`config.mk`:
```
export PLATFORM = sky130hd
export DESIGN_NAME = fsd_diffuse
export DESIGN_NICKNAME = d
export VERILOG_FILES = /design/src/hw/rtl/fsd_pkg.sv /design/src/hw/rtl/fsd_diffuse.sv
export SDC_FILE = /design/constraint.sdc
export NUM_CORES = 1
export LEC_CHECK = 0
export BUFFER_PORTS_ARGS = -buffer_cell sky130_fd_sc_hd__buf_2
export CELL_PAD_IN_SITES_DETAIL_PLACEMENT = 1
export CELL_PAD_IN_SITES_GLOBAL_PLACEMENT = 1
export CORE_MARGIN = 2
export CORE_UTILIZATION = 44
export DETAILED_ROUTE_END_ITERATION = 16
export PLACE_DENSITY_LB_ADDON = 0.1
export SYNTH_ARGS = -nofsm -noshare
export SYNTH_HDL_FRONTEND = slang
export SYNTH_SLANG_ARGS = --single-unit
```
`constraint.sdc`:
```
create_clock -name vclk -period 27.6
set_input_delay 5.52 -clock vclk [all_inputs]
set_output_delay 5.52 -clock vclk [all_outputs]
set_load 0.05 [all_outputs]
```
`src/hw/rtl/fsd_pkg.sv`:
```
package fsd_pkg;

    // default sizing handed to the top level
    localparam int DEFAULT_MAX_WIDTH = 2048;
    localparam int DEFAULT_FRAC_BITS = 8;

    // configuration register indexes
    localparam logic [1:0] REG_IMAGE_WIDTH  = 2'd0;
    localparam logic [1:0] REG_IMAGE_HEIGHT = 2'd1;

    // configuration reset values
    localparam logic [11:0] IMAGE_WIDTH_RESET  = 12'd640;
    localparam logic [15:0] IMAGE_HEIGHT_RESET = 16'd480;

    // output levels
    localparam logic [7:0] LEVEL_HIGH = 8'd255;
    localparam logic [7:0] LEVEL_LOW  = 8'd0;

    // reciprocal of 3 in 11 fraction bits, exact floor for sums up to 765
    localparam logic [19:0] GREY_RECIP = 20'd683;

    // position of a pixel within its row and frame
    typedef struct packed {
        logic row_zero;
        logic first_col;
        logic last_col;
    } fsd_pos_t;

    // floor((r + g + b) / 3)
    function automatic logic [7:0] grey_of(input logic [7:0] r, input logic [7:0] g,
                                           input logic [7:0] b);
        logic [9:0]  s;
        logic [19:0] p;
        s = 10'(r) + 10'(g) + 10'(b);
        p = 20'(s) * GREY_RECIP;
        return p[18:11];
    endfunction

endpackage

```
`src/hw/rtl/fsd_diffuse.sv`:
```
module fsd_diffuse #(
    parameter int FRAC_BITS = fsd_pkg::DEFAULT_FRAC_BITS
) (
    input  logic [7:0]                 grey,
    input  fsd_pkg::fsd_pos_t          pos,
    input  logic signed [FRAC_BITS+9:0] carry,
    input  logic signed [FRAC_BITS+9:0] err_in,
    input  logic signed [FRAC_BITS+9:0] np0,
    input  logic signed [FRAC_BITS+9:0] np1,
    output logic [7:0]                 level,
    output logic signed [FRAC_BITS+9:0] carry_upd,
    output logic signed [FRAC_BITS+9:0] np0_upd,
    output logic signed [FRAC_BITS+9:0] np1_upd,
    output logic signed [FRAC_BITS+9:0] left_data,
    output logic signed [FRAC_BITS+9:0] last_data
);

    localparam int EW = FRAC_BITS + 10;
    localparam int SW = FRAC_BITS + 16;
    localparam logic signed [SW-1:0] ERR_LIMIT = SW'((64'sd1 <<< (FRAC_BITS + 9)) - 64'sd1);
    localparam logic signed [SW-1:0] THRESH    = SW'(255) <<< (FRAC_BITS - 1);
    localparam logic signed [SW-1:0] FULL      = SW'(255) <<< FRAC_BITS;

    function automatic logic signed [EW-1:0] sat(input logic signed [SW-1:0] v);
        logic signed [SW-1:0] r;
        if (v > ERR_LIMIT) begin
            r = ERR_LIMIT;
        end else if (v < -ERR_LIMIT) begin
            r = -ERR_LIMIT;
        end else begin
            r = v;
        end
        return EW'(r);
    endfunction

    logic signed [SW-1:0] sum;
    logic signed [SW-1:0] e;
    logic signed [SW-1:0] sh7, sh5, sh3, sh1;
    logic                 high;
    logic signed [EW-1:0] below;

    // grey plus diffused error, then quantize
    always_comb begin
        sum  = signed'(SW'(grey) <<< FRAC_BITS) + SW'(carry);
        if (!pos.row_zero) begin
            sum = sum + SW'(err_in);
        end
        high = sum > THRESH;
        e    = high ? (sum - FULL) : sum;
    end

    // shares of the error, floor of e*w/16
    always_comb begin
        sh7 = ((e <<< 3) - e) >>> 4;
        sh5 = ((e <<< 2) + e) >>> 4;
        sh3 = ((e <<< 1) + e) >>> 4;
        sh1 = e >>> 4;
    end

    // next-row sums and carry
    always_comb begin
        below     = sat(SW'(np1) + sh5);
        left_data = sat(SW'(np0) + sh3);
        last_data = below;
        carry_upd = pos.last_col ? '0 : sat(sh7);
        np0_upd   = pos.last_col ? '0 : below;
        np1_upd   = pos.last_col ? '0 : sat(sh1);
        level     = high ? fsd_pkg::LEVEL_HIGH : fsd_pkg::LEVEL_LOW;
    end

endmodule

```
* Word-level counts from Yosys, hierarchy flattened
Cells that the tools add are included.
** Operators by class
- Add/sub/neg operators :: 8
- Multiplexer cells :: 14
- Magnitude comparators :: 9
** Operators with widths (number)
- $mux 18 :: 11
- $add 24x24->24 :: 2
- $mux 24 :: 2
- $add 18x20->21 :: 2
- $gt 21x18->1 const B :: 2
- $lt 21x18->1 const B :: 2
- $gt 20x18->1 const B :: 2
- $lt 20x18->1 const B :: 2
- $gt 24x16->1 const B :: 1
- $sub 24x17->24 const B :: 1
- $sub 24x24->24 :: 1
- $add 19x18->20 :: 1
- $add 17x18->19 :: 1
- $mux 8 :: 1
** Word-level totals
- Word-level logic and storage cells :: 31
- Output and inout port bits :: 98
- Bits of input ports :: 83
- Register bits :: 0

* Longest topological paths before layout
Gate-level depths: netlist of the first run.
- Depth in word-level cells :: 11
- Mapped depth :: 40
- Depth with buffers taken out :: 38

* Least setup slack after synthesis of the first run
OpenSTA, ideal clock, no wires.
- Kind :: input port to output port
- From :: in grey[4]
- To :: out np0_upd[2]
- Buffers on the path :: 1
- Data required time :: 22.080 ns
- Stages :: 36
- Slack :: 7.330 ns
- Data arrival time :: 14.750 ns
- Cell sequence :: ha_1 > or2_2 > nor2b_1 > a211oi_1 > xor2_1 > inv_1 > ha_1 > clkbuf_1 > a21o_1 > a21oi_1 > nand2_1 > a21o_1 > a221oi_1 > a211oi_2 > a31o_4 > inv_2 > nor2_1 > nor2_1 > ha_1 > o21a_1 > o21ai_0 > o21ai_0 > a2111oi_0 > a2111oi_0 > o21ai_0 > a21boi_0 > xor2_1 > ha_1 > nor2_1 > o21ba_2 > a21oi_1 > nand2_1 > o311ai_0 > a41oi_1 > o21ai_0 > and2_1
** On the way
- Longest elaborated chain between the ends :: 11
- Elaborated cells on any way between the ends :: 13
- Classes of those cells :: add/sub (5); order compare (3); mux (5)
** Ends and longest elaborated chain
- from (decl) :: line fsd_diffuse.sv:4 : input logic [7:0] grey,
- $add 17x18->19 (*) :: line fsd_diffuse.sv:44 : sum = signed'(SW'(grey) <<< FRAC_BITS) + SW'(carry);
- $add 19x18->20 :: line fsd_diffuse.sv:46 : sum = sum + SW'(err_in);
- $mux 24 (*) :: line fsd_diffuse.sv:45 : if (!pos.row_zero) begin
- $sub 24x17->24 or $gt 24x16->1 (tied branches) :: line fsd_diffuse.sv:49, fsd_diffuse.sv:48
- $mux 24 (*) :: line fsd_diffuse.sv:49 : e = high ? (sum - FULL) : sum;
- $add 24x24->24 (*) :: line fsd_diffuse.sv:55 : sh5 = ((e <<< 2) + e) >>> 4;
- $add 18x20->21 (*) :: line fsd_diffuse.sv:62 : below = sat(SW'(np1) + sh5);
- $lt 21x18->1 :: line fsd_diffuse.sv:28 : end else if (v < -ERR_LIMIT) begin
- $mux 18 :: line fsd_diffuse.sv:28
- $mux 18 (*) :: line fsd_diffuse.sv:26 : if (v > ERR_LIMIT) begin
- via last_data[2] :: line fsd_diffuse.sv:15 : output logic signed [FRAC_BITS+9:0] last_data
- $mux 18 (*) :: line fsd_diffuse.sv:66 : np0_upd = pos.last_col ? '0 : below;
- to (decl) :: line fsd_diffuse.sv:12 : output logic signed [FRAC_BITS+9:0] np0_upd,
Mark *: on every way through the listed nets, which the timed path passes. The rest lies on a longest branch.

* Worst setup path in the final report of the first run
- From :: in grey[0]
- To :: out np0_upd[4]
** On the way
- Longest elaborated chain between the ends :: 11
- Elaborated cells on any way between the ends :: 13
- Classes of those cells :: add/sub (5); order compare (3); mux (5)
** Ends and longest elaborated chain (line)
- $add 17x18->19 (*) :: fsd_diffuse.sv:44
- $add 19x18->20 :: fsd_diffuse.sv:46
- $mux 24 (*) :: fsd_diffuse.sv:45
- $sub 24x17->24 or $gt 24x16->1 (tied branches) :: fsd_diffuse.sv:49, fsd_diffuse.sv:48
- $mux 24 (*) :: fsd_diffuse.sv:49
- $add 24x24->24 (*) :: fsd_diffuse.sv:55
- $add 18x20->21 (*) :: fsd_diffuse.sv:62
- $lt 21x18->1 :: fsd_diffuse.sv:28
- $mux 18 :: fsd_diffuse.sv:28
- $mux 18 (*) :: fsd_diffuse.sv:26
- $mux 18 (*) :: fsd_diffuse.sv:66
Every way passes the cells marked *; elsewhere a longest branch is shown, timed or not.

==> impl_metrics.py, run 1 <==
metrics = {
    "status": {
        "status": "completed",
    },
    "setup_path": {
        "critPathMaxStageDelay_ns": 1.00,
        "critPathRequiredTime_ns": 22.08,
        "cp-end-kind": "primary output",
        "crit_arrival_ns": 15.54,
        "critPathMaxFanout": 20,
        "path_buf_inv": 5,
        "critPathKind": "in2out",
        "cp-start-kind": "input pin",
        "cpMaxStageDelayCell": "o31ai_2",
        "critPathTopFamily": "compound AO/OA/AOI/OAI gates",
    },
    "die": {
        "row_count": 49,
        "initial_core_util_pct": 45.3,
        "coreArea_um2": 18100,
        "die_w_um": 141,
        "die_area_um2": 19800,
        "die_height_um": 141,
        "io_pins": 181,
    },
    "synth": {
        "syn_avg_cell_area_um2": 6.81,
        "yosysSeqAreaShare_pct": 0,
        "ys_types": 92,
        "synth_warnings": 0,
        "netlist_instances": 1207,
        "yosysTopAreaCellShare_pct": 20.3,
        "yosys.cell_count.top_type": "ha_1",
        "post-synth-top-area-cell": "ha_1",
        "synthTopCellsByArea": "ha_1 (20%), xnor2_1 (7.2%), o21ai_0 (6.4%), a21oi_1 (5.6%), nor2_1 (4.6%)",
        "synth_area_um2": 8220,
        "synthesis.nets": 1427,
        "synth_common_cells": "ha_1 (133), o21ai_0 (105), nor2_1 (100)",
    },
    "layout": {
        "final-seq-area_um2": 0,
        "utilization_pct": 51.2,
        "layout-drive-gt1-share_pct": 18.2,
        "nClkBuffers": 0,
        "area_growth_pct": 13.0,
        "design.seq.count": 0,
        "nets": 1578,
        "n_antenna_cell": 0,
    },
    "global_route": {
        "grt.overflow.total": 0,
        "grt_use_total_pct": 27.0,
        "grt_pass1_vias": 9288,
        "grt_max_degree": 42,
        "antenna_found_initial": 0,
        "grt_pass1_wl_mm": 45.9,
    },
    "min_path": {
        "hp-class": "in2out",
        "min-delay-start": "np0[0]",
        "hold_depth": 4,
        "hold_end": "left_data[0]",
    },
    "timing": {
        "tightest_slew_ns": 1.13,
        "rsz0062_at_grt": "false",
        "setup_tns_ns": 0,
        "finalSetupViolCount": 0,
        "hold_violations": 0,
        "timing.fmax_mhz": 47.5,
        "layout_min_cycle_time_ns": 21.06,
        "slew_headroom_pct": 24.1,
        "finalCritPeriodShare_pct": 76.3,
        "slew_viol_final": 0,
    },
    "detailed_routing": {
        "drc_errors": 0,
        "dr.pass1.iters": 5,
        "vias": 9569,
        "wirelength_mm": 27.8,
        "wl_per_cell_um": 17.5,
        "via_per_inst": 6.04,
        "ant_nets": 0,
        "drt_iter0_markers": 390,
    },
    "cts": {
        "cts_setup_buffers": 0,
        "ctsResizeCount": 0,
        "ctsHoldBuffers": 0,
    },
    "place": {
        "place_hpwl_mm": 23.4,
        "portBuffers": 180,
        "gp_congestion": 0.890,
    },
    "flow_run": {
        "drv_cap": 0,
    },
}
-- area by class of cell --
type	count	area, um^2
fill	2489	8860
timing repair buffer	193	998
tap	229	287
inverter	82	308
multi-input combinational	1081	7690
-- through the flow --
stage | hold slack, ns | worst slack (ns) | area, um^2 | cells
final | 11.65 | 6.54 | 9290 | 1585
after floorplan | 11.34 | 7.33 | 8220 | 1207
after global placement | 11.66 | 6.80 | 9290 | 1585
after CTS | 11.66 | 6.67 | 9290 | 1585
after global routing | 11.68 | 5.59 | 9290 | 1585
after detailed placement | 11.65 | 6.69 | 9290 | 1585
-- layer usage --
layer / wire (um) / vias to the layer above / GRT usage (%)
li1: - / 4781 / -
met1: 12900 / 4531 / 36.5
met2: 13300 / 229 / 49.1
met3: 1220 / 28 / 1.02
met4: 352 / 0 / 3.32
met5: 0 / - / 0
-- placed cells by master (no fill, tap or decap), drive strengths merged, types with 16 or more instances in the layout --
| cell type | n |
|---|---|
| nor3 | 50 |
| nor2 | 100 |
| ha | 133 |
| a211oi | 17 |
| buf | 193 |
| o21a | 25 |
| xnor2 | 68 |
| nand3 | 37 |
| o21ai | 109 |
| a21oi | 102 |
| nand2 | 97 |
| xor2 | 32 |
| a21o | 27 |
| inv | 81 |
| a21boi | 16 |
-- cell families after synthesis --
logic type | after synthesis | share of synthesized area, %
compound gates | 433 | 35.9
xor+xnor | 100 | 10.7
fa+ha+maj | 142 | 21.8
buf+inv | 126 | 6.43
mux | 9 | 1.19
simple gates | 397 | 24.0
-- how the worst max path moves through the flow --
stage | from | to | slack, ns | cells past startpoint
floorplan | grey[4] | np0_upd[2] | 7.33 | 36
global placement | grey[0] | np0_upd[4] | 6.80 | 38
detailed placement | grey[0] | np0_upd[4] | 6.69 | 39
CTS | grey[0] | np0_upd[4] | 6.67 | 39
global route | grey[1] | np0_upd[5] | 5.59 | 39
finish | grey[0] | np0_upd[4] | 6.54 | 39
Power of run 1 is not shown: default switching activity piles up to over one toggle a cycle in this logic, so the estimate is an artifact.
==> inputs of run 2 (changes only) <==
CORE_UTILIZATION = 41   (was 44)
clock period = 22 ns   (was 27.6 ns; I/O delays follow)
==> impl_metrics.py, run 2 (same netlist as run 1, synthesis figures left out) <==
metrics = {
    "layout": {
        "layout.cells.most_common_list": "buf_2 (180), ha_1 (133), o21ai_0 (105), nor2_1 (100), nand2_1 (96)",
        "final_common_cell": "buf_2",
        "final-seq-area_um2": 0,
        "layout-drive-gt1-share_pct": 18.1,
        "n_antenna_cell": 0,
        "design.seq.count": 0,
        "fill_cells": 2687,
        "nets": 1578,
        "utilization_pct": 47.6,
        "area_growth_pct": 13.5,
        "nClkBuffers": 0,
    },
    "flow_run": {
        "drv_cap": 0,
    },
    "setup_path": {
        "critPathMaxFanout": 18,
        "crit_arrival_ns": 14.38,
        "cp-end-kind": "primary output",
        "cpMaxStageDelayCell": "a2111oi_0",
        "path_common_cell": "o21ai_0",
        "critPathRequiredTime_ns": 17.60,
        "critPathMaxStageDelay_ns": 0.72,
        "cp-start-kind": "input pin",
        "critPathKind": "in2out",
    },
    "detailed_routing": {
        "via_per_inst": 5.89,
        "dr.pass1.iters": 4,
        "wl_per_cell_um": 17.2,
        "drt_iter0_markers": 362,
        "drc_errors": 0,
        "ant_nets": 0,
        "wirelength_mm": 27.9,
        "vias": 9555,
    },
    "die": {
        "die_height_um": 146,
        "die_area_um2": 21200,
        "row_count": 51,
        "initial_core_util_pct": 41.9,
        "io_pins": 181,
        "coreArea_um2": 19600,
        "die_w_um": 146,
    },
    "timing": {
        "finalCritPeriodShare_pct": 85.4,
        "finalSetupViolCount": 0,
        "slew_viol_final": 0,
        "rsz0062_at_grt": "false",
        "timing.fmax_mhz": 53.3,
        "hold_violations": 0,
        "tightest_slew_ns": 1.06,
        "layout_min_cycle_time_ns": 18.78,
        "setup_tns_ns": 0,
        "slew_headroom_pct": 28.2,
    },
    "global_route": {
        "grt_pass1_wl_mm": 45.8,
        "use_met1_pct": 31.8,
        "grt_use_total_pct": 25.1,
        "use_met2_pct": 47.8,
        "antenna_found_initial": 0,
        "grt_max_degree": 42,
        "grt_pass1_vias": 9485,
        "grt_busiest_layer": "met2",
        "grt_use_met3_pct": 1.22,
        "grt.overflow.total": 0,
    },
    "cts": {
        "ctsHoldBuffers": 0,
        "cts_setup_buffers": 0,
        "ctsResizeCount": 0,
    },
    "status": {
        "status": "completed",
    },
    "place": {
        "gp_congestion": 0.879,
        "place_hpwl_mm": 23.5,
        "portBuffers": 180,
    },
    "min_path": {
        "hold_depth": 5,
        "hp-class": "in2out",
    },
}
## run 2: cell count changes in the layout (fill, tap and decap cells not counted)
cell / before / now
o21ai_1: 5 / 4
o21ai_0: 104 / 105
o31ai_2: 1 / 0
o31ai_1: 13 / 14
## run 2: through the flow
stage / instance area [um^2] / std cells / hold WS (ns) / setup WS, ns
floorplan: 8220 / 1207 / 9.10 / 3.97
global placement: 9330 / 1621 / 9.42 / 3.58
detailed placement: 9330 / 1621 / 9.42 / 3.40
CTS: 9330 / 1621 / 9.42 / 3.33
global route: 9330 / 1621 / 9.44 / 2.36
finish: 9330 / 1621 / 9.42 / 3.22
## run 2: final timing paths
| check | startpoint | to |
|---|---|---|
| max | grey[0] | np0_upd[12] |
| min | np1[0] | last_data[0] |
## run 2: area by class of cell
type	count	area (um^2)	area share (%)
tap	265	332	3.56
timing repair buffer	193	998	10.7
multi-input combinational	1081	7690	82.4
inverter	82	308	3.30
## run 2: metal layers
metal	routed length, um	vias up
met5	0	-
met4	272	0
met3	783	24
met2	14000	175
met1	12900	4570
li1	-	4786
## run 2: critical path, delay by kind of cell
| kind | cells | cell delay (ns) |
|---|---|---|
| AOI/OAI and AO/OA | 20 | 5.89 |
| xor gates and xnor gates | 3 | 0.44 |
| adders and majority gates | 5 | 1.72 |
| buffers and inverters | 5 | 0.94 |
| and+or+nand+nor | 6 | 0.95 |
Power of run 2 is left out for the same reason.
